==> config.mk <==
export PLATFORM = sky130hd
export DESIGN_NAME = nmea_gga_sentence_parser_core
export DESIGN_NICKNAME = d
export VERILOG_FILES = /design/src/rtl/ngga_pkg.sv /design/src/rtl/ngga_line_scan.sv /design/src/rtl/ngga_coord_conv.sv /design/src/rtl/ngga_result_pipe.sv /design/src/rtl/nmea_gga_sentence_parser_core.sv
export SDC_FILE = /design/constraint.sdc
export NUM_CORES = 2
export LEC_CHECK = 0
export ABC_CLOCK_PERIOD_IN_PS = 11400
export BUFFER_PORTS_ARGS = -buffer_cell sky130_fd_sc_hd__buf_2
export CORE_ASPECT_RATIO = 1.25
export CORE_MARGIN = 2
export CORE_UTILIZATION = 60
export CTS_CLUSTER_SIZE = 8
export DETAILED_ROUTE_END_ITERATION = 7
export PLACE_DENSITY = 0.76
export SETUP_SLACK_MARGIN = 0.02
export SYNTH_ARGS = -nofsm -noshare
export SYNTH_HDL_FRONTEND = slang
export SYNTH_SLANG_ARGS = --single-unit
==> constraint.sdc <==
create_clock -name clk -period 11.4 [get_ports clk]
set_clock_uncertainty 0.05 [all_clocks]
set_input_delay 1.14 -clock clk [delete_from_list [all_inputs] [get_ports clk]]
set_output_delay 1.14 -clock clk [all_outputs]
set_load 0.02 [all_outputs]
==> src/rtl/ngga_pkg.sv <==
// shared types, constants and a helper function for the GGA sentence parser
// no dependencies; used by every module of the block through scoped names
package ngga_pkg;

	localparam int MAX_LINE    = 128;
	localparam int FRAC_DIGITS = 5;

	localparam int LEN_W  = $clog2(MAX_LINE);
	localparam int FRAC_W = $clog2(10 ** FRAC_DIGITS);
	localparam int CNT_W  = $clog2(FRAC_DIGITS + 1);
	localparam int FLD_W  = 5;
	localparam int IP_W   = 15;

	// characters
	localparam logic [7:0] CH_CR     = 8'h0D;
	localparam logic [7:0] CH_LF     = 8'h0A;
	localparam logic [7:0] CH_TAB    = 8'h09;
	localparam logic [7:0] CH_VT     = 8'h0B;
	localparam logic [7:0] CH_FF     = 8'h0C;
	localparam logic [7:0] CH_SPACE  = 8'h20;
	localparam logic [7:0] CH_STAR   = 8'h2A;
	localparam logic [7:0] CH_COMMA  = 8'h2C;
	localparam logic [7:0] CH_PLUS   = 8'h2B;
	localparam logic [7:0] CH_MINUS  = 8'h2D;
	localparam logic [7:0] CH_DOT    = 8'h2E;
	localparam logic [7:0] CH_ZERO   = 8'h30;
	localparam logic [7:0] CH_NINE   = 8'h39;
	localparam logic [7:0] CH_DOLLAR = 8'h24;
	localparam logic [7:0] CH_G      = 8'h47;
	localparam logic [7:0] CH_P      = 8'h50;
	localparam logic [7:0] CH_N      = 8'h4E;
	localparam logic [7:0] CH_A      = 8'h41;
	localparam logic [7:0] CH_S      = 8'h53;
	localparam logic [7:0] CH_W      = 8'h57;

	// comma field numbers
	localparam logic [FLD_W-1:0] FLD_LAT      = 5'd2;
	localparam logic [FLD_W-1:0] FLD_LAT_HEMI = 5'd3;
	localparam logic [FLD_W-1:0] FLD_LON      = 5'd4;
	localparam logic [FLD_W-1:0] FLD_LON_HEMI = 5'd5;
	localparam logic [FLD_W-1:0] FLD_FIX      = 5'd6;
	localparam logic [FLD_W-1:0] FLD_SAT      = 5'd7;
	localparam logic [FLD_W-1:0] FLD_HDOP     = 5'd8;
	localparam logic [FLD_W-1:0] FLD_MIN_CNT  = 5'd9;
	localparam logic [FLD_W-1:0] FLD_MAX      = 5'd31;

	localparam int HDR_LEN = 6;

	// coordinate conversion
	localparam int COORD_SAT    = 1800000000;
	localparam int DEG_UNIT     = 10000000;
	localparam int IP_SAT_LIMIT = 18100;
	// floor(x / 100) = (x * DIV100_MUL) >> DIV100_SHIFT for x < 2**15
	localparam logic [14:0] DIV100_MUL   = 15'd20972;
	localparam int          DIV100_SHIFT = 21;
	// floor(x / 60) = (x * DIV60_MUL) >> DIV60_SHIFT for x < 1e9
	localparam logic [30:0] DIV60_MUL    = 31'd1145324613;
	localparam int          DIV60_SHIFT  = 36;

	localparam logic [23:0] POW10 [8] = '{
		24'd1, 24'd10, 24'd100, 24'd1000,
		24'd10000, 24'd100000, 24'd1000000, 24'd10000000
	};

	typedef enum logic [3:0] {
		PH_LEAD = 4'b0001,
		PH_INT  = 4'b0010,
		PH_FRAC = 4'b0100,
		PH_DONE = 4'b1000
	} scan_phase_t;

	typedef struct packed {
		logic              zero;
		logic              neg;
		logic              big;
		logic [IP_W-1:0]   ip;
		logic [FRAC_W-1:0] frac;
		logic [CNT_W-1:0]  cnt;
	} coord_snap_t;

	typedef struct packed {
		logic        ok;
		logic        fix_valid;
		logic [7:0]  sat;
		logic [15:0] hdop;
	} side_t;

	typedef struct packed {
		side_t                  side;
		coord_snap_t [1:0]      coord;
	} line_snap_t;

	typedef struct packed {
		logic s1;
		logic s2;
		logic s3;
		logic s4;
		logic s5;
		logic s6;
	} pipe_ld_t;

	// 10**(7-cnt): lifts a fraction with cnt digits to seven digits
	function automatic logic [23:0] frac_scale(input logic [CNT_W-1:0] cnt);
		logic [3:0] idx;
		idx = 4'd7 - 4'(cnt);
		return POW10[idx[2:0]];
	endfunction

endpackage

==> src/rtl/ngga_line_scan.sv <==
// per-word line state of the GGA parser: header check, field count, number scan
// depends on ngga_pkg; produces the line snapshot when a line ends
module ngga_line_scan (
	input  logic                clk,
	input  logic                arst_n,
	input  logic                take,
	input  logic [7:0]          rx_byte,
	output logic                emit,
	output ngga_pkg::line_snap_t snap
);

	logic [ngga_pkg::LEN_W-1:0]  len_q;
	logic [ngga_pkg::FLD_W-1:0]  fld_q;
	logic                        hdr_q;
	logic                        star_q;
	logic [31:0]                 ci_q  [2];
	logic [ngga_pkg::FRAC_W-1:0] cf_q  [2];
	logic [ngga_pkg::CNT_W-1:0]  cc_q  [2];
	logic [2:0]                  cfl_q [2];
	logic [15:0]                 fix_q;
	logic [7:0]                  sat_q;
	logic [15:0]                 hdop_q;
	ngga_pkg::scan_phase_t       phase_q;
	logic [2:0]                  sgn_q;
	logic [1:0]                  hfr_q;

	logic [ngga_pkg::LEN_W-1:0]  n_len;
	logic [ngga_pkg::FLD_W-1:0]  n_fld;
	logic                        n_hdr;
	logic                        n_star;
	logic [31:0]                 n_ci  [2];
	logic [ngga_pkg::FRAC_W-1:0] n_cf  [2];
	logic [ngga_pkg::CNT_W-1:0]  n_cc  [2];
	logic [2:0]                  n_cfl [2];
	logic [15:0]                 n_fix;
	logic [7:0]                  n_sat;
	logic [15:0]                 n_hdop;
	ngga_pkg::scan_phase_t       n_phase;
	logic [2:0]                  n_sgn;
	logic [1:0]                  n_hfr;
	logic                        clr;

	logic                        c_idx;
	logic                        is_digit;
	logic                        is_ws;
	logic                        has_frac;
	logic                        in_frac;
	logic [3:0]                  dig;
	logic                        hdr_ch_ok;
	logic [35:0]                 ci_v;
	logic [19:0]                 fix_v;
	logic [20:0]                 hdop_v;
	logic                        ok;

	assign c_idx    = (fld_q == ngga_pkg::FLD_LON) || (fld_q == ngga_pkg::FLD_LON_HEMI);
	assign is_digit = (rx_byte >= ngga_pkg::CH_ZERO) && (rx_byte <= ngga_pkg::CH_NINE);
	assign is_ws    = (rx_byte == ngga_pkg::CH_SPACE) || (rx_byte == ngga_pkg::CH_TAB) ||
	                  (rx_byte == ngga_pkg::CH_VT) || (rx_byte == ngga_pkg::CH_FF);
	assign has_frac = (fld_q == ngga_pkg::FLD_LAT) || (fld_q == ngga_pkg::FLD_LON) ||
	                  (fld_q == ngga_pkg::FLD_HDOP);
	assign in_frac  = (phase_q == ngga_pkg::PH_FRAC);
	assign dig      = 4'(rx_byte - ngga_pkg::CH_ZERO);

	always_comb begin
		unique case (len_q)
			ngga_pkg::LEN_W'(0): hdr_ch_ok = (rx_byte == ngga_pkg::CH_DOLLAR);
			ngga_pkg::LEN_W'(2): hdr_ch_ok = (rx_byte == ngga_pkg::CH_P) ||
			                                 (rx_byte == ngga_pkg::CH_N);
			ngga_pkg::LEN_W'(1),
			ngga_pkg::LEN_W'(3),
			ngga_pkg::LEN_W'(4): hdr_ch_ok = (rx_byte == ngga_pkg::CH_G);
			ngga_pkg::LEN_W'(5): hdr_ch_ok = (rx_byte == ngga_pkg::CH_A);
			default:             hdr_ch_ok = 1'b1;
		endcase
	end

	always_comb begin
		n_len   = len_q;
		n_fld   = fld_q;
		n_hdr   = hdr_q;
		n_star  = star_q;
		n_ci    = ci_q;
		n_cf    = cf_q;
		n_cc    = cc_q;
		n_cfl   = cfl_q;
		n_fix   = fix_q;
		n_sat   = sat_q;
		n_hdop  = hdop_q;
		n_phase = phase_q;
		n_sgn   = sgn_q;
		n_hfr   = hfr_q;
		emit    = 1'b0;
		clr     = 1'b0;
		ci_v    = {4'd0, ci_q[c_idx]} * 36'd10 + 36'(dig);
		fix_v   = 20'(fix_q) * 20'd10 + 20'(dig);
		if (!in_frac) begin
			hdop_v = 21'(hdop_q) * 21'd10 + 21'(dig) * 21'd100;
		end else if (hfr_q == 2'd0) begin
			hdop_v = 21'(hdop_q) + 21'(dig) * 21'd10;
		end else begin
			hdop_v = 21'(hdop_q) + 21'(dig);
		end

		if (rx_byte == ngga_pkg::CH_CR) begin
			n_len = len_q;
		end else if (rx_byte == ngga_pkg::CH_LF) begin
			if (len_q != '0) begin
				emit = 1'b1;
				clr  = 1'b1;
			end
		end else begin
			if (len_q < ngga_pkg::LEN_W'(ngga_pkg::HDR_LEN) && !hdr_ch_ok) begin
				n_hdr = 1'b0;
			end
			if (!star_q) begin
				if (rx_byte == ngga_pkg::CH_STAR) begin
					n_star = 1'b1;
				end else if (rx_byte == ngga_pkg::CH_COMMA) begin
					if (fld_q < ngga_pkg::FLD_MAX) begin
						n_fld = fld_q + 1'b1;
					end
					n_phase = ngga_pkg::PH_LEAD;
				end else if (fld_q == ngga_pkg::FLD_LAT_HEMI ||
				             fld_q == ngga_pkg::FLD_LON_HEMI) begin
					// only the first character of a hemisphere field counts
					if (phase_q == ngga_pkg::PH_LEAD) begin
						n_cfl[c_idx][1] = 1'b1;
						if (rx_byte == ngga_pkg::CH_S || rx_byte == ngga_pkg::CH_W) begin
							n_cfl[c_idx][2] = 1'b1;
						end
						n_phase = ngga_pkg::PH_DONE;
					end
				end else if (fld_q >= ngga_pkg::FLD_LAT && fld_q <= ngga_pkg::FLD_HDOP &&
				             phase_q != ngga_pkg::PH_DONE) begin
					if (phase_q == ngga_pkg::PH_LEAD && is_ws) begin
						n_phase = phase_q;
					end else if (phase_q == ngga_pkg::PH_LEAD &&
					             (rx_byte == ngga_pkg::CH_PLUS ||
					              rx_byte == ngga_pkg::CH_MINUS)) begin
						n_phase = ngga_pkg::PH_INT;
						if (rx_byte == ngga_pkg::CH_MINUS) begin
							if (fld_q == ngga_pkg::FLD_LAT || fld_q == ngga_pkg::FLD_LON) begin
								n_cfl[c_idx][0] = 1'b1;
							end else if (fld_q == ngga_pkg::FLD_FIX) begin
								n_sgn[0] = 1'b1;
							end else if (fld_q == ngga_pkg::FLD_SAT) begin
								n_sgn[1] = 1'b1;
							end else begin
								n_sgn[2] = 1'b1;
							end
						end
					end else if (is_digit) begin
						if (!in_frac) begin
							n_phase = ngga_pkg::PH_INT;
						end
						if (fld_q == ngga_pkg::FLD_LAT || fld_q == ngga_pkg::FLD_LON) begin
							if (in_frac) begin
								if (cc_q[c_idx] < ngga_pkg::CNT_W'(ngga_pkg::FRAC_DIGITS)) begin
									n_cf[c_idx] = ngga_pkg::FRAC_W'(cf_q[c_idx] *
									              ngga_pkg::FRAC_W'(10) +
									              ngga_pkg::FRAC_W'(dig));
									n_cc[c_idx] = cc_q[c_idx] + 1'b1;
								end
							end else begin
								n_ci[c_idx] = (ci_v > 36'hFFFFFFFF) ? 32'hFFFFFFFF : ci_v[31:0];
							end
						end else if (fld_q == ngga_pkg::FLD_FIX) begin
							n_fix = (fix_v > 20'hFFFF) ? 16'hFFFF : fix_v[15:0];
						end else if (fld_q == ngga_pkg::FLD_SAT) begin
							n_sat = 8'(sat_q * 8'd10 + 8'(dig));
						end else if (!in_frac || hfr_q < 2'd2) begin
							// hdop keeps two fraction digits only
							n_hdop = (hdop_v > 21'hFFFF) ? 16'hFFFF : hdop_v[15:0];
							if (in_frac) begin
								n_hfr = hfr_q + 1'b1;
							end
						end
					end else if (rx_byte == ngga_pkg::CH_DOT && has_frac && !in_frac) begin
						n_phase = ngga_pkg::PH_FRAC;
					end else begin
						n_phase = ngga_pkg::PH_DONE;
					end
				end
			end
			n_len = len_q + 1'b1;
			if (n_len == ngga_pkg::LEN_W'(ngga_pkg::MAX_LINE - 1)) begin
				emit = 1'b1;
				clr  = 1'b1;
			end
		end
	end

	// snapshot of the line as it stands after this word
	always_comb begin
		ok                  = n_hdr && (n_len >= ngga_pkg::LEN_W'(ngga_pkg::HDR_LEN)) &&
		                      (n_fld >= ngga_pkg::FLD_MIN_CNT);
		snap.side.ok        = ok;
		snap.side.fix_valid = ok && !n_sgn[0] && (n_fix != '0);
		snap.side.sat       = !ok ? 8'd0 : (n_sgn[1] ? 8'(-n_sat) : n_sat);
		snap.side.hdop      = (ok && !n_sgn[2]) ? n_hdop : 16'd0;
		for (int i = 0; i < 2; i++) begin
			snap.coord[i].zero = !ok || !n_cfl[i][1] || n_cfl[i][0] ||
			                     (n_ci[i] == '0 && n_cf[i] == '0);
			snap.coord[i].neg  = n_cfl[i][2];
			snap.coord[i].big  = n_ci[i] >= 32'(ngga_pkg::IP_SAT_LIMIT);
			snap.coord[i].ip   = n_ci[i][ngga_pkg::IP_W-1:0];
			snap.coord[i].frac = n_cf[i];
			snap.coord[i].cnt  = n_cc[i];
		end
	end

	always_ff @(posedge clk or negedge arst_n) begin
		if (!arst_n) begin
			len_q   <= '0;
			fld_q   <= '0;
			hdr_q   <= 1'b1;
			star_q  <= 1'b0;
			ci_q    <= '{default: '0};
			cf_q    <= '{default: '0};
			cc_q    <= '{default: '0};
			cfl_q   <= '{default: '0};
			fix_q   <= '0;
			sat_q   <= '0;
			hdop_q  <= '0;
			phase_q <= ngga_pkg::PH_LEAD;
			sgn_q   <= '0;
			hfr_q   <= '0;
		end else if (take) begin
			if (clr) begin
				len_q   <= '0;
				fld_q   <= '0;
				hdr_q   <= 1'b1;
				star_q  <= 1'b0;
				ci_q    <= '{default: '0};
				cf_q    <= '{default: '0};
				cc_q    <= '{default: '0};
				cfl_q   <= '{default: '0};
				fix_q   <= '0;
				sat_q   <= '0;
				hdop_q  <= '0;
				phase_q <= ngga_pkg::PH_LEAD;
				sgn_q   <= '0;
				hfr_q   <= '0;
			end else begin
				len_q   <= n_len;
				fld_q   <= n_fld;
				hdr_q   <= n_hdr;
				star_q  <= n_star;
				ci_q    <= n_ci;
				cf_q    <= n_cf;
				cc_q    <= n_cc;
				cfl_q   <= n_cfl;
				fix_q   <= n_fix;
				sat_q   <= n_sat;
				hdop_q  <= n_hdop;
				phase_q <= n_phase;
				sgn_q   <= n_sgn;
				hfr_q   <= n_hfr;
			end
		end
	end

	a_len_below_max: assert property (@(posedge clk) disable iff (!arst_n)
		len_q < ngga_pkg::LEN_W'(ngga_pkg::MAX_LINE - 1))
		else $error("line length reached the forced line end without clearing");

	a_hdop_frac_cnt: assert property (@(posedge clk) disable iff (!arst_n)
		hfr_q <= 2'd2)
		else $error("hdop fraction digit count beyond two");

	a_clear_after_emit: assert property (@(posedge clk) disable iff (!arst_n)
		take && emit |=> (len_q == '0) && (fld_q == '0) && hdr_q && !star_q)
		else $error("line state not cleared after a line end");

endmodule

==> src/rtl/ngga_coord_conv.sv <==
// pipelined conversion of one ddmm.mmmmm coordinate to 1e-7 degree units
// depends on ngga_pkg; stage loads come from ngga_result_pipe
module ngga_coord_conv (
	input  logic                  clk,
	input  ngga_pkg::pipe_ld_t    ld,
	input  ngga_pkg::coord_snap_t snap,
	output logic signed [31:0]    value
);

	ngga_pkg::coord_snap_t snap_s1;

	logic                       zero_s2, neg_s2, big_s2;
	logic [ngga_pkg::IP_W-1:0]  ip_s2;
	logic [7:0]                 q_s2;
	logic [23:0]                fsc_s2;

	logic                       zero_s3, neg_s3, big_s3;
	logic [6:0]                 r_s3;
	logic [30:0]                deg_s3;
	logic [23:0]                fsc_s3;

	logic                       zero_s4, neg_s4, big_s4;
	logic [29:0]                t_s4;
	logic [30:0]                deg_s4;

	logic                       zero_s5, neg_s5, big_s5;
	logic [23:0]                m_s5;
	logic [30:0]                deg_s5;

	logic [29:0]                q_prod;
	logic [ngga_pkg::FRAC_W+23:0] fsc_prod;
	logic [60:0]                m_prod;
	logic [31:0]                mag;
	logic [31:0]                mag_sat;

	// quotient by 100 only matters below the saturation limit
	assign q_prod   = 30'(snap_s1.ip) * 30'(ngga_pkg::DIV100_MUL);
	assign fsc_prod = (ngga_pkg::FRAC_W + 24)'(snap_s1.frac) *
	                  (ngga_pkg::FRAC_W + 24)'(ngga_pkg::frac_scale(snap_s1.cnt));
	assign m_prod   = 61'(t_s4) * 61'(ngga_pkg::DIV60_MUL);
	assign mag      = 32'(deg_s5) + 32'(m_s5);
	assign mag_sat  = (big_s5 || mag > 32'(ngga_pkg::COORD_SAT)) ?
	                  32'(ngga_pkg::COORD_SAT) : mag;

	always_ff @(posedge clk) begin
		if (ld.s1) begin
			snap_s1 <= snap;
		end
		if (ld.s2) begin
			zero_s2 <= snap_s1.zero;
			neg_s2  <= snap_s1.neg;
			big_s2  <= snap_s1.big;
			ip_s2   <= snap_s1.ip;
			q_s2    <= q_prod[ngga_pkg::DIV100_SHIFT +: 8];
			fsc_s2  <= fsc_prod[23:0];
		end
		if (ld.s3) begin
			zero_s3 <= zero_s2;
			neg_s3  <= neg_s2;
			big_s3  <= big_s2;
			r_s3    <= 7'(ip_s2 - 15'(q_s2) * 15'd100);
			deg_s3  <= 31'(q_s2) * 31'(ngga_pkg::DEG_UNIT);
			fsc_s3  <= fsc_s2;
		end
		if (ld.s4) begin
			zero_s4 <= zero_s3;
			neg_s4  <= neg_s3;
			big_s4  <= big_s3;
			// minutes scaled to seven fraction digits
			t_s4    <= 30'(r_s3) * 30'(ngga_pkg::DEG_UNIT) + 30'(fsc_s3);
			deg_s4  <= deg_s3;
		end
		if (ld.s5) begin
			zero_s5 <= zero_s4;
			neg_s5  <= neg_s4;
			big_s5  <= big_s4;
			m_s5    <= m_prod[ngga_pkg::DIV60_SHIFT +: 24];
			deg_s5  <= deg_s4;
		end
		if (ld.s6) begin
			value <= zero_s5 ? 32'sd0 : (neg_s5 ? -$signed(mag_sat) : $signed(mag_sat));
		end
	end

endmodule

==> src/rtl/ngga_result_pipe.sv <==
// six-stage result pipeline with per-stage valid and ready, output register last
// depends on ngga_pkg and ngga_coord_conv
module ngga_result_pipe (
	input  logic                 clk,
	input  logic                 arst_n,
	input  logic                 push,
	input  ngga_pkg::line_snap_t snap,
	output logic                 ready,
	output logic                 res_valid,
	input  logic                 res_stall,
	output logic                 parse_ok,
	output logic                 fix_valid,
	output logic signed [31:0]   latitude,
	output logic signed [31:0]   longitude,
	output logic [7:0]           satellites,
	output logic [15:0]          hdop_centi
);

	logic v_s1, v_s2, v_s3, v_s4, v_s5, v_s6;
	logic rdy_s1, rdy_s2, rdy_s3, rdy_s4, rdy_s5, rdy_s6;
	ngga_pkg::pipe_ld_t ld;
	ngga_pkg::side_t side_s1, side_s2, side_s3, side_s4, side_s5, side_s6;

	// a stage takes a word when it is empty or its word moves on
	assign rdy_s6 = !v_s6 || !res_stall;
	assign rdy_s5 = !v_s5 || rdy_s6;
	assign rdy_s4 = !v_s4 || rdy_s5;
	assign rdy_s3 = !v_s3 || rdy_s4;
	assign rdy_s2 = !v_s2 || rdy_s3;
	assign rdy_s1 = !v_s1 || rdy_s2;
	assign ready  = rdy_s1;

	assign ld = '{s1: rdy_s1, s2: rdy_s2, s3: rdy_s3, s4: rdy_s4, s5: rdy_s5, s6: rdy_s6};

	always_ff @(posedge clk or negedge arst_n) begin
		if (!arst_n) begin
			v_s1 <= 1'b0;
			v_s2 <= 1'b0;
			v_s3 <= 1'b0;
			v_s4 <= 1'b0;
			v_s5 <= 1'b0;
			v_s6 <= 1'b0;
		end else begin
			if (rdy_s1) v_s1 <= push;
			if (rdy_s2) v_s2 <= v_s1;
			if (rdy_s3) v_s3 <= v_s2;
			if (rdy_s4) v_s4 <= v_s3;
			if (rdy_s5) v_s5 <= v_s4;
			if (rdy_s6) v_s6 <= v_s5;
		end
	end

	always_ff @(posedge clk) begin
		if (rdy_s1) side_s1 <= snap.side;
		if (rdy_s2) side_s2 <= side_s1;
		if (rdy_s3) side_s3 <= side_s2;
		if (rdy_s4) side_s4 <= side_s3;
		if (rdy_s5) side_s5 <= side_s4;
		if (rdy_s6) side_s6 <= side_s5;
	end

	ngga_coord_conv u_lat (
		.clk   (clk),
		.ld    (ld),
		.snap  (snap.coord[0]),
		.value (latitude)
	);

	ngga_coord_conv u_lon (
		.clk   (clk),
		.ld    (ld),
		.snap  (snap.coord[1]),
		.value (longitude)
	);

	assign res_valid  = v_s6;
	assign parse_ok   = side_s6.ok;
	assign fix_valid  = side_s6.fix_valid;
	assign satellites = side_s6.sat;
	assign hdop_centi = side_s6.hdop;

	a_full_on_backpressure: assert property (@(posedge clk) disable iff (!arst_n)
		!ready |-> v_s1 && v_s2 && v_s3 && v_s4 && v_s5 && v_s6 && res_stall)
		else $error("line scan held off while the pipeline has a free stage");

	a_fail_all_zero: assert property (@(posedge clk) disable iff (!arst_n)
		res_valid && !parse_ok |-> !fix_valid && latitude == 32'sd0 &&
		longitude == 32'sd0 && satellites == 8'd0 && hdop_centi == 16'd0)
		else $error("failed line carries nonzero fields");

	a_coord_range: assert property (@(posedge clk) disable iff (!arst_n)
		res_valid |-> latitude <= ngga_pkg::COORD_SAT && latitude >= -ngga_pkg::COORD_SAT &&
		longitude <= ngga_pkg::COORD_SAT && longitude >= -ngga_pkg::COORD_SAT)
		else $error("coordinate outside its saturation range");

endmodule

==> src/rtl/nmea_gga_sentence_parser_core.sv <==
// GGA sentence parser: one received character per word in, one result per line end out
// a result passes through the six result stages, s1 to s6, once the word ending its line
// is taken; one word per cycle is taken while rx_stall is low
// rx_stall rises only when all six result stages hold a word and res_stall is high
// arst_n clears the line state and every stage valid; the first line starts right after
module nmea_gga_sentence_parser_core (
	input  logic               clk,
	input  logic               arst_n,
	input  logic               rx_valid,
	output logic               rx_stall,
	input  logic [7:0]         rx_byte,
	output logic               res_valid,
	input  logic               res_stall,
	output logic               parse_ok,
	output logic               fix_valid,
	output logic signed [31:0] latitude,
	output logic signed [31:0] longitude,
	output logic [7:0]         satellites,
	output logic [15:0]        hdop_centi
);

	logic                 take;
	logic                 emit;
	logic                 pipe_ready;
	ngga_pkg::line_snap_t snap;

	assign rx_stall = !pipe_ready;
	assign take     = rx_valid && pipe_ready;

	ngga_line_scan u_scan (
		.clk     (clk),
		.arst_n  (arst_n),
		.take    (take),
		.rx_byte (rx_byte),
		.emit    (emit),
		.snap    (snap)
	);

	ngga_result_pipe u_pipe (
		.clk        (clk),
		.arst_n     (arst_n),
		.push       (take && emit),
		.snap       (snap),
		.ready      (pipe_ready),
		.res_valid  (res_valid),
		.res_stall  (res_stall),
		.parse_ok   (parse_ok),
		.fix_valid  (fix_valid),
		.latitude   (latitude),
		.longitude  (longitude),
		.satellites (satellites),
		.hdop_centi (hdop_centi)
	);

endmodule

Yosys cells after proc, flatten, opt, wreduce, memory -nomap -nowiden
Memory sizes are Yosys's and may differ from the RTL's.
Cells that the tools add are included.

storage, ports and cells
  word-level logic and storage cells = 505
  flip-flop bits (word level) = 891
  memories = 2
  output and inout bits = 92
  bits in read-only memories = 384

operators by class
  mux-type cells = 205
  add/subtract/negate cells = 23
  magnitude comparators = 21
  bitwise logic cells = 6
  reductions and logical operators = 75
  equal/unequal tests = 48
  multiply operators = 19

memories
  memory            words  bits a word  rd ports  clocked after Yosys merged registers in  write ports  line             text
  (name not given)  8      24           1         0                                        0            ngga_pkg.sv:106  return POW10[idx[2:0]];
  (name not given)  8      24           1         0                                        0            ngga_pkg.sv:106

operators with widths
  operator                                                              count
  two-way mux 64 bit                                                    13
  two-way mux 16 bit                                                    30
  two-way mux 34 bit                                                    14
  two-way mux 32 bit                                                    9
  two-way mux 6 bit                                                     28
  multiplier 30 x 31 -> 60 bit (second input constant)                  2
  two-way mux 8 bit                                                     15
  two-way mux 24 bit                                                    4
  two-way mux 17 bit                                                    4
  adder 31 x 24 -> 32 bit                                               2
  bitwise mux 64 bit                                                    1
  greater-or-equal comparator 32 x 15 -> 1 bit (second input constant)  2
  > comparator 32 x 31 -> 1 bit (second input constant)                 2
  zero test 32 bit                                                      2
  negation 32 bit                                                       2
  adder 30 x 24 -> 30 bit                                               2
  == test 8 x 6 -> 1 bit (second input constant)                        7
  two-way mux 4 bit                                                     14
  multiplier 15 x 13 -> 27 bit (second input constant)                  2
  two-way mux 3 bit                                                     17
  == test 8 x 7 -> 1 bit (second input constant)                        6
  multiplier 17 x 24 -> 24 bit                                          2
  multiplier 8 x 17 -> 24 bit (second input constant)                   2
  multiplier 7 x 17 -> 23 bit (second input constant)                   2
  other kinds (81)                                                      213

Depth between registers and ports, before layout
  depth after elaboration = 26
  gate-level depth with buffers = 29

Modules after synthesis
Synthesis repeated with hierarchy kept, for this count alone.

unflattened totals
  cell total of the unflattened synthesis = 8,859
  area, all modules = 91,596.6 µm²

modules (own cells, without submodules)
  module                          seq. area each (µm²)  instances  area each (µm²)  cells each
  ngga_coord_conv (u_pipe.u_lon)  8,348.0               1          34,249.1         3,262
  ngga_coord_conv (u_pipe.u_lat)  8,348.0               1          34,061.4         3,233
  ngga_line_scan                  4,331.7               1          18,335.1         2,184
  ngga_result_pipe                4,834.6               1          4,933.5          177
  nmea_gga_sentence_parser_core   0.0                   1          17.5             3

Worst setup path before layout
Ideal clock, no wire load.

  path kind = reg2reg
  from = register u_pipe.u_lon.snap_s1[1] (netlist bit)
  to = register u_pipe.u_lon.fsc_s2[22] (data pin)
  period minus slack after synthesis = 6.946 ns
  stages on the path, launching flop included = 26
  arrival time = 6.630 ns
  library setup time = 0.266 ns
  slack = 4.454 ns
  cell sequence = edfxtp_1 -> inv_1 -> ha_1 -> nor2b_1 -> clkbuf_1 -> inv_1 -> nand2_1 -> clkbuf_1 -> nand2_1 -> fa_1 -> inv_1 -> fa_1 -> inv_1 -> fa_1 -> fa_1 -> inv_1 -> fa_1 -> fa_1 -> ha_1 -> a21boi_0 -> o21ai_0 -> a21boi_0 -> o41a_1 -> a41o_1 -> o41ai_1 -> xnor2_1

between the ends
  longest elaborated chain between the ends = 6

ends and longest elaborated chain
  element                                                 line                   text
  from (decl)                                             ngga_coord_conv.sv:10  ngga_pkg::coord_snap_t snap_s1;
  from (signal assigned)                                  ngga_coord_conv.sv:47  snap_s1 <= snap;
  subtractor 3 bit                                        ngga_pkg.sv:105        idx = 4'd7 - 4'(cnt);
  NOT 3 -> 4 bit (implied by the code)                    ngga_pkg.sv:106
  memory (8 x 24 bit)                                     -
  two-way mux 24 bit (implied by the code) (2 in series)  ngga_pkg.sv:106
  multiplier 17 x 24 -> 24 bit                            ngga_coord_conv.sv:38  assign fsc_prod = (ngga_pkg::FRAC_W + 24)'(snap_s1.frac) *
  net u_pipe.u_lon.fsc_prod (one bit)                     ngga_coord_conv.sv:31  logic [ngga_pkg::FRAC_W+23:0] fsc_prod;
  to (signal assigned)                                    ngga_coord_conv.sv:55  fsc_s2 <= fsc_prod[23:0];
  to (decl)                                               ngga_coord_conv.sv:15  logic [23:0] fsc_s2;

The timed path passes the listed nets, and every way through them passes these cells. The select of a mux whose other input is x is not followed.
A chain may end at the register's enable or synchronous reset.

Final worst setup path
  from = register u_pipe.u_lon.snap_s1[0] (netlist bit)
  to = register u_pipe.u_lon.fsc_s2[22] (data pin)

Same word-level chain as after synthesis.

==> flow_summary.ini <==
[run_status]
run_status = finished, final reports clean

[logic_synthesis]
share_of_synthesized_area_spent_on_multiplexers_pct = 0.797
syn-instance-count = 8908
postSynthRegisterBits = 891
synth_ff_type = sky130_fd_sc_hd__edfxtp_1
combinational_family_with_the_most_area_after_synthesis = adder cells
yosys.cell_types.count = 104
yosysSeqAreaShare_pct = 28.4
yosysWarningCount = 0
syn_nets = 11200
synth-edff-count = 712
post_synthesis_area_per_instance_um2 = 10.2
synthAdderAreaFrac_pct = 38.2
async_flop_share_pct = 20.1
post_synth_instance_area_um2 = 91100
synth_simple_gate_area_share_pct = 11.4
xor_xnor_fraction_of_synth_area_pct = 4.37
synth-compound-area-share_pct = 9.77

[setup_path]
cp_cell_sequence = ha_1 -> nor2b_1 -> a21o_1 -> nand2_1 -> fa_1 -> inv_1 -> fa_1 -> inv_1 -> fa_1 -> fa_1 -> inv_1 -> fa_1 -> fa_1 -> ha_1 -> a21boi_0 -> o21ai_0 -> a21boi_0 -> o41a_1 -> a41o_1 -> o41ai_1 -> xnor2_1
crit_path_start_kind = flip-flop
path_common_cell = sky130_fd_sc_hd__fa_1
worst-endpoint-required_ps = 11860
critPathMaxStageDelay_ps = 1040
crit_path_capture_type = flip-flop
cpMaxStageDelayCell = sky130_fd_sc_hd__nor2b_1
timing.critical_path.fanout_max = 18
arrival_time_worst_endpoint_ps = 8720
setup.worst_path.class = flip-flop to flip-flop

[place]
dp.final_hpwl_mm = 166
place_congestion = 0.959
dp.cells = 10900
io_buffer_count = 103

[routing]
drt-vias-per-instance = 5.77
wirelength_met1_mm = 85.6
detail_route.first_pass.iterations = 6
route.final.wire_length_mm = 211
met2RoutedLength_mm = 107
wire_per_inst_um = 19.1
highest_layer = met4
wl_met3_mm = 8.32
drt_iter0_markers = 4114
antenna_left = 0
detailroute.via_count = 63800
post-route-drc-count = 0

[cts]
tritoncts = yes
clock_tree.htree_level_count = 4
ctsHoldBuffers = 0
cts_root_buf = sky130_fd_sc_hd__clkbuf_16
clock_tree.buffer_depth = 3
clkSlewWorstSetupHoldPaths_ps = 60
tritoncts.num_buffers = 132
post_cts.resized_instances = 0
post-cts-setup-buffer-count = 0
clock_latency_on_the_worst_skew_pair_ps = 790
tritoncts_num_sinks = 891

[power]
power-per-cell-area_nw_per_um2 = 75.9
cellLeakagePower_nw = 52.1
max-vdd-ir-drop_mv = 0.151

[finish]
layout-drive-gt1-share_pct = 4.74
most-common-layout-cells = sky130_fd_sc_hd__inv_1 (1490), sky130_fd_sc_hd__ha_1 (1437), sky130_fd_sc_hd__fa_1 (840)
layout_commonest_cell = sky130_fd_sc_hd__inv_1
final_cell_count_no_fill = 11100
n_fill_cell = 11800
area_of_the_multi_input_gates_um2 = 58900
layout.nets = 11300
register_area_um2 = 25900
post-route-util_pct = 64.9
synthToLayoutAreaGrowth_pct = 7.25

[global_routing]
grt_pass1_vias = 67700
grt_overflow_total = 0
antenna_found_initial = 1
grt_pass1_wl_mm = 348
grt_max_degree = 107
all_layer_gr_usage_pct = 27.9

[floorplanning]
die-width_um = 352
num_rows = 159
initial_core_util_pct = 60.5
coreArea_um2 = 150000
design.die.area_um2 = 155000
die-height_um = 440
top_level_ports = 104

[sta]
slew_headroom_pct = 16.6
grt_setup_unrepaired = false
hold_violations = 0
number_of_setup_violations_in_the_final_report = 0
max_slew.worst_pin.slew_ps = 1250
period_minus_slack_ps = 8260
setup_tns_ps = 0
timing.final.crit_share_pct = 72.5
fmax_mhz = 121
slew_viol_final = 0

[flow_run]
timing.max_cap.violations = 0

[hold_path]
holdCritPathClass = flip-flop to flip-flop
## Yosys cell counts, types with 15 or more instances
cell / n / share of area, %
sky130_fd_sc_hd__a211oi_1: 45 / 0.37
sky130_fd_sc_hd__a21boi_0: 30 / 0.25
sky130_fd_sc_hd__a21o_1: 119 / 0.98
sky130_fd_sc_hd__a21oi_1: 309 / 1.7
sky130_fd_sc_hd__a22o_1: 70 / 0.67
sky130_fd_sc_hd__a31oi_1: 65 / 0.45
sky130_fd_sc_hd__and2_1: 183 / 1.3
sky130_fd_sc_hd__and3_1: 133 / 0.91
sky130_fd_sc_hd__and4_1: 15 / 0.14
sky130_fd_sc_hd__clkbuf_1: 195 / 0.80
sky130_fd_sc_hd__dfrtp_1: 177 / 4.9
sky130_fd_sc_hd__edfxtp_1: 712 / 23
sky130_fd_sc_hd__fa_1: 840 / 18
sky130_fd_sc_hd__ha_1: 1437 / 20
sky130_fd_sc_hd__inv_1: 1492 / 6.2
sky130_fd_sc_hd__mux2_2: 36 / 0.45
sky130_fd_sc_hd__mux2i_1: 32 / 0.35
sky130_fd_sc_hd__nand2_1: 735 / 3.0
sky130_fd_sc_hd__nand2b_1: 49 / 0.34
sky130_fd_sc_hd__nand3_1: 121 / 0.67
sky130_fd_sc_hd__nand4_1: 58 / 0.40
sky130_fd_sc_hd__nor2_1: 453 / 1.9
sky130_fd_sc_hd__nor2b_1: 62 / 0.43
sky130_fd_sc_hd__nor3_1: 138 / 0.76
sky130_fd_sc_hd__nor3b_1: 23 / 0.19
sky130_fd_sc_hd__nor4_1: 59 / 0.41
sky130_fd_sc_hd__o211ai_1: 37 / 0.31
sky130_fd_sc_hd__o21a_1: 69 / 0.57
sky130_fd_sc_hd__o21ai_0: 346 / 1.9
sky130_fd_sc_hd__o21ai_1: 17 / 0.093
sky130_fd_sc_hd__o21bai_1: 26 / 0.21
sky130_fd_sc_hd__o22ai_1: 19 / 0.13
sky130_fd_sc_hd__o31ai_1: 43 / 0.35
sky130_fd_sc_hd__or2_2: 25 / 0.17
sky130_fd_sc_hd__or3_1: 37 / 0.25
sky130_fd_sc_hd__xnor2_1: 315 / 3.0
sky130_fd_sc_hd__xor2_1: 136 / 1.3
## worst max-delay path, delay by kind of cell, from the launching register on
kind	cells	cell delay, ps
AOI/OAI and AO/OA	7	2110
xor gates and xnor gates	1	140
adders and majority gates	8	3860
buffers and inverters	3	150
DFF	1	460
and+or+nand+nor	2	1200
## flip-flops by register name, indices dropped and copies added (netlist names), 26 cells and up
name,count
u_pipe.side_s1,26
u_pipe.side_s2,26
u_pipe.side_s3,26
u_pipe.side_s4,26
u_pipe.side_s5,26
u_pipe.u_lat.snap_s1,38
u_pipe.u_lat.t_s4,30
u_pipe.u_lat.value,32
u_pipe.u_lon.snap_s1,38
u_pipe.u_lon.t_s4,30
u_pipe.u_lon.value,32
u_scan.cf_q,34
u_scan.ci_q,64
## cell families after synthesis
logic type,Yosys count
DFF,891
muxes,68
AOI/OAI and AO/OA,1366
xor gates and xnor gates,453
and+or+nand+nor,2149
adders and majority gates,2277
buffers and inverters,1704
## layer usage
| metal | vias to the layer above | GRT usage, % |
|---|---|---|
| li1 | 30400 | - |
| met1 | 31300 | 34.0 |
| met2 | 1661 | 49.9 |
| met3 | 494 | 3.03 |
| met4 | 0 | 12.9 |
| met5 | - | 0 |
## power breakdown
part	total [mW]	switching, mW	internal [mW]
clock	3.65	1.47	2.18
sequential	3.53	0.0315	3.50
combinational	0.233	0.149	0.0841
total	7.41	1.65	5.76
## metrics by stage
step / worst slack (ps) / power [mW] / hold slack [ps] / area (um2)
final: 3140 / 7.41 / 357 / 97700
after global routing: 2540 / 7.65 / 359 / 97700
after CTS: 3210 / 7.48 / 353 / 97700
after detailed placement: 3200 / 3.82 / 355 / 93800
after global placement: 3430 / 3.81 / 350 / 93800
after floorplan: 4450 / 3.74 / 350 / 91100
## final cells by class
type                    count  area share (%)
inverters                1492            5.75
clock buffers             180            3.60
well taps                2012            2.58
diodes                      1         0.00256
flip-flops and latches    891            26.5
repair buffers            155           0.937
clock inverters            19           0.375
multi-input cells        6313            60.3
## final timing paths
| path | from | to | slack [ps] | cells after the start |
|---|---|---|---|---|
| max reg2reg | u_pipe.u_lon.snap_s1[0]$_DFFE_PN_ | u_pipe.u_lon.fsc_s2[22]$_DFFE_PP_ | 3140 | 21 |
| min | u_pipe.u_lon.fsc_s2[14]$_DFFE_PP_ | u_pipe.u_lon.fsc_s3[14]$_DFFE_PP_ | 360 | 0 |
| max | u_pipe.u_lon.snap_s1[0]$_DFFE_PN_ | u_pipe.u_lon.fsc_s2[22]$_DFFE_PP_ | 3140 | 21 |
| min reg2reg | u_pipe.u_lon.fsc_s2[14]$_DFFE_PP_ | u_pipe.u_lon.fsc_s3[14]$_DFFE_PP_ | 360 | 0 |
| min in group asynchronous | arst_n | u_scan.hdop_q[12]$_DFFE_PN0P_ | 420 | 1 |
| max in group asynchronous | arst_n | u_scan.ci_q[42]$_DFFE_PN0P_ | 9200 | 2 |
No activity file was read; power rests on OpenSTA's default activity.
